## src/hw/rtl/csas_pkg.sv

```systemverilog
//------------------------------------------------------------------------------
// csas_pkg
// Shared types, widths and state codes for the slot assignment solver.
//------------------------------------------------------------------------------
`default_nettype none
package csas_pkg;
  localparam int SLOTS      = 8;
  localparam int IDX_W      = 3;
  localparam int COL_W      = 4;             // columns 0..SLOTS, 0 is the dummy
  localparam int COST_WIDTH = 32;
  localparam int POT_W      = 40;

  typedef struct packed {
    logic [IDX_W-1:0]             row;
    logic [IDX_W-1:0]             col;
    logic signed [COST_WIDTH-1:0] cost;
    logic                         last_entry;
  } in_item_t;

  typedef struct packed {
    logic [IDX_W-1:0] assigned_row;
    logic [IDX_W-1:0] slot;
    logic             last_result;
  } out_item_t;

  typedef enum logic [3:0] {
    ST_LOAD, ST_CLEAR, ST_ROWINIT, ST_MARK, ST_SCAN, ST_UPD, ST_CHECK,
    ST_AUG, ST_OUT
  } state_t;

  localparam logic signed [POT_W-1:0] BIG_SLACK = {1'b0, {(POT_W-1){1'b1}}};
endpackage
`default_nettype wire

```

## src/hw/rtl/csas_mem.sv

```systemverilog
//------------------------------------------------------------------------------
// csas_mem
// Cost matrix storage, one write and one registered read per cycle.
//------------------------------------------------------------------------------
`default_nettype none
module csas_mem (
  input  wire logic                                  clk,
  input  wire logic                                  we,
  input  wire logic [2*csas_pkg::IDX_W-1:0]          waddr,
  input  wire logic signed [csas_pkg::COST_WIDTH-1:0] wdata,
  input  wire logic [2*csas_pkg::IDX_W-1:0]          raddr,
  output logic signed [csas_pkg::COST_WIDTH-1:0]     rdata
);
  import csas_pkg::*;
  logic signed [COST_WIDTH-1:0] mem [SLOTS*SLOTS];
  always_ff @(posedge clk) begin
    if (we) begin
      mem[waddr] <= wdata;
    end
    rdata <= mem[raddr];
  end
endmodule
`default_nettype wire

```

## config.mk

```make
export PLATFORM = sky130hd
export DESIGN_NAME = csas_mem
export DESIGN_NICKNAME = d
export VERILOG_FILES = /design/src/hw/rtl/csas_pkg.sv /design/src/hw/rtl/csas_mem.sv
export SDC_FILE = /design/constraint.sdc
export NUM_CORES = 2
export LEC_CHECK = 0
export BUFFER_PORTS_ARGS = -buffer_cell sky130_fd_sc_hd__buf_2
export CAP_MARGIN = 10
export CORE_MARGIN = 4
export CORE_UTILIZATION = 25
export CTS_CLUSTER_SIZE = 20
export DETAILED_ROUTE_END_ITERATION = 6
export PLACE_DENSITY = 0.41
export SYNTH_ARGS = -nofsm -noshare
export SYNTH_HDL_FRONTEND = slang
export SYNTH_SLANG_ARGS = --single-unit
```

## constraint.sdc

```tcl
create_clock -name clk -period 4.7 [get_ports clk]
set_input_delay 0.705 -clock clk [delete_from_list [all_inputs] [get_ports clk]]
set_output_delay 0.705 -clock clk [all_outputs]
set_load 0.02 [all_outputs]
```

# After elaboration in Yosys (flattened, before gate mapping)
# Memory sizes are Yosys's and may differ from the RTL's. A register that Yosys moved wholly into a read port is not among the register bits.
# Cells that the tools add are included.
# classes
n_mux	2
# op_table
cell	n
2-to-1 mux 1 bit	2
# word_totals
register_bits	0
ram_bits	2048
in_bits	46
n_memories	1
out_inout_bits	32
word_cells	3
# memory_table
memory	words	word_bits	rd	rd_clocked_by_memory_dff	write_ports	line	text
mem	64	32	1	1	1	csas_mem.sv:15	logic signed [COST_WIDTH-1:0] mem [SLOTS*SLOTS];

# Longest topological paths before layout
# depth
ltp_word	2
depth_mapped	10
depth_no_buf	5

# Worst setup path before layout
# OpenSTA, ideal clock, no wires.
# synth_timing
kind	input-to-reg
startpoint	input waddr[3] in the netlist's numbering
endpoint	memory mem[48][0], enable pin
slack_ns	0.835
path_buffers	1
t_required_ns	4.239
arrival_ns	3.404
setup_ns	0.461
cell_stages	4
path_cell_list	clkbuf_1 > nor2b_1 > nand4b_1 > nor3_1
# synth_rtl
item	line	text
start: declaration	csas_mem.sv:9	input wire logic [2*csas_pkg::IDX_W-1:0] waddr,
end: declaration	csas_mem.sv:15	
# No word-level cell before the write port.

==> flow_summary.yaml <==
outcome:
  status: "completed"
sta:
  hold_violations: 0
  relSlewSlack: 0.1782
  drv_slew: 0
  finalSetupViolCount: 0
  period_minus_slack_ns: 3.538
  grt_setup_unrepaired: "no"
  fmax_mhz: 282.7
  fin_setup_tns_ns: 0
  clock_skew_ns: 0.03682
  tightest_slew_ns: 1.233
  finalCritPeriodShare: 0.7527
layout:
  drive_above_1_share: 0.3261
  final_cell_area_um2: 93280
  final_cell_mix: "edfxtp_1 (2048), mux4_2 (544), clkbuf_16 (229), buf_4 (174), mux2i_1 (93)"
  mostFrequentLayoutCell: "edfxtp_1"
  final_util: 0.2988
  final_cells: 7998
  nets: 3710
  syn_to_final_growth_pct: 18.81
detailed_routing:
  detail-route-antenna-nets: 0
  wl_um: 242900
  first_pass_iters: 7
  num_vias: 37160
  avgViaCountPerCell: 4.646
  drcViolationCount: 0
  wl_per_cell_um: 30.37
  dr.first_iter.drc_count: 3258
power:
  power-per-cell-area_nw_per_um2: 431.9
  combPwrFrac: 0.050
  clkPwrFrac: 0.438
  p_sw_frac: 0.2173
  p_int_mw: 31.53
  seq_power_share: 0.512
  p_sw_mw: 8.755
  p_leak_nw: 28.55
  peakVddDrop_mv: 0.3936
clock_tree:
  htree_num_levels: 4
  clock_path_buffers: 3
  tritoncts: "done"
  cts_post_setup_buffers_inserted: 0
  clkLatencyLatePin_ns: 0.86
  clk_pin_slew_ns: 0.06
  ctsHoldBuffers: 0
  ctsResizeCount: 0
  cts_root_buf: "clkbuf_16"
  clkSinkCount: 2080
  cts_buffers: 225
critical_path:
  start_kind: "input port"
  worstRegToRegCells: 4
  worstPathMaxFanout: 49
  crit_type: "in -> reg"
  critPathCaptureType: "flop"
  cp.required_ns: 5.36
  critical_path_arrival_ns: 4.20
  r2r_end: "rdata[5]$_DFF_P_"
  r2r_start: "mem[47][5]$_DFFE_PP_"
  r2r_setup_slack_ns: 2.10
floorplan:
  floorplan.initialDensity: 0.2515
  die_w_um: 568.4
  rows: 205
  die_height_um: 568.4
  ios: 78
  core_area_um2: 312200
  die_area_um2: 323100
synth:
  synthArstFlopShare: 0
  synth.net_count: 3370
  syn_area_um2: 78520
  synth_cell_types: 34
  synth_flop_cell: "edfxtp_1"
  yosysSeqAreaShare: 0.7914
  ys_ff_latch: 2080
  netlist_top_cells_area: "edfxtp_1 (78%), mux4_2 (16%), mux2i_1 (1.2%)"
  synthCells: 3324
  yosysWarningCount: 0
  synth_top_area_cell: "edfxtp_1"
  avgSynthCellArea_um2: 23.62
  yosys.area.top_type_share: 0.7833
  synth_edf_count: 2048
worst_hold_path:
  holdPathStages: 1
  min_from: "wdata[29]"
  min_path_type: "in -> reg"
  worstHoldEndpoint: "mem[3][29]$_DFFE_PP_"
global_routing:
  grt_pass1_vias: 38540
  grt_overflow: 0
  antenna_found_initial: 14
  grt_first_pass_wirelength_um: 332800
  grt_max_degree: 65
  grt_use_total: 0.1479
flow_run:
  drv_cap: 0
placement:
  gp_congestion: 0.7313
  place_area_um2: 85880
  dp_hpwl_um: 136500
  place_inst: 7576
  port_buffers: 77
Yosys cell counts, types with 12 or more instances:
| library cell | count |
|---|---|
| a21oi_1 | 62 |
| a22oi_1 | 12 |
| buf_1 | 21 |
| buf_2 | 57 |
| buf_4 | 25 |
| clkbuf_1 | 74 |
| dfxtp_1 | 32 |
| edfxtp_1 | 2048 |
| mux2i_1 | 93 |
| mux4_2 | 544 |
| nand2_1 | 26 |
| nor2_1 | 137 |
| nor2b_1 | 15 |
| o221ai_1 | 27 |
| o22ai_1 | 84 |
flip-flops by register name, indices dropped and copies added (netlist names):
| signal | flops |
|---|---|
| mem | 2048 |
| rdata | 32 |
worst max-delay path: stages:
cell,delay (ns)
buf_8,0.53
buf_12,0.34
buf_12,0.25
buf_4,0.22
mux4_2,0.52
mux4_2,0.47
o22ai_1,0.79
nor2_1,0.26
cell type report:
| type | instances | area [um^2] |
|---|---|---|
| Timing Repair Buffer | 295 | 2609 |
| Fill cell | 30030 | 218900 |
| Clock buffer | 286 | 6105 |
| Sequential cell | 2080 | 62140 |
| Antenna cell | 6 | 15.01 |
| Tap cell | 4140 | 5180 |
| Multi-Input combinational cell | 1062 | 15970 |
| Clock inverter | 129 | 1265 |
worst max-delay path by stage:
stage               startpoint                   end  slack (ns)  cells past startpoint
CTS                   raddr[0]      rdata[5]$_DFF_P_        1.04                      8
global placement      raddr[0]      rdata[5]$_DFF_P_        0.08                      8
floorplan             waddr[3]  mem[48][0]$_DFFE_PP_        0.84                      4
global route          raddr[0]      rdata[5]$_DFF_P_        1.07                      8
detailed placement    raddr[0]      rdata[5]$_DFF_P_        0.06                      8
finish                raddr[0]      rdata[5]$_DFF_P_        1.16                      8
routing by layer:
layer  up-vias  track usage  wire [um]
met5         -            0         28
met3       285      0.02215      10730
met2       944       0.2458     118900
li1      15020            -          -
met1     20910       0.2068     109200
met4         6      0.02830       3987
per-stage QoR:
step | worst slack (ns) | hold slack, ns | power, mW
after floorplan | 0.8352 | 0.6632 | 22.01
final | 1.162 | 0.2581 | 40.29
after global routing | 1.074 | 0.2215 | 41.72
after global placement | 0.07838 | 0.7138 | 23.12
after CTS | 1.035 | 0.2259 | 40.85
after detailed placement | 0.06171 | 0.7316 | 23.13
cell families after synthesis:
kind of cell | Yosys count | synth area share
AOI/OAI and AO/OA | 202 | 0.01673
buffers and inverters | 182 | 0.01128
DFF | 2080 | 0.7914
muxes | 637 | 0.1679
and+or+nand+nor | 223 | 0.01265
power by group through the flow:
stage	Sequential, mW	Combinational [mW]	Clock [mW]
after global placement	21.0	2.08	0
after floorplan	21.0	0.999	0
final	20.6	2.02	17.6
after global routing	20.6	2.17	18.9
after CTS	20.6	2.09	18.1
after detailed placement	21.0	2.09	0
Power figures use the tool's default switching activity.
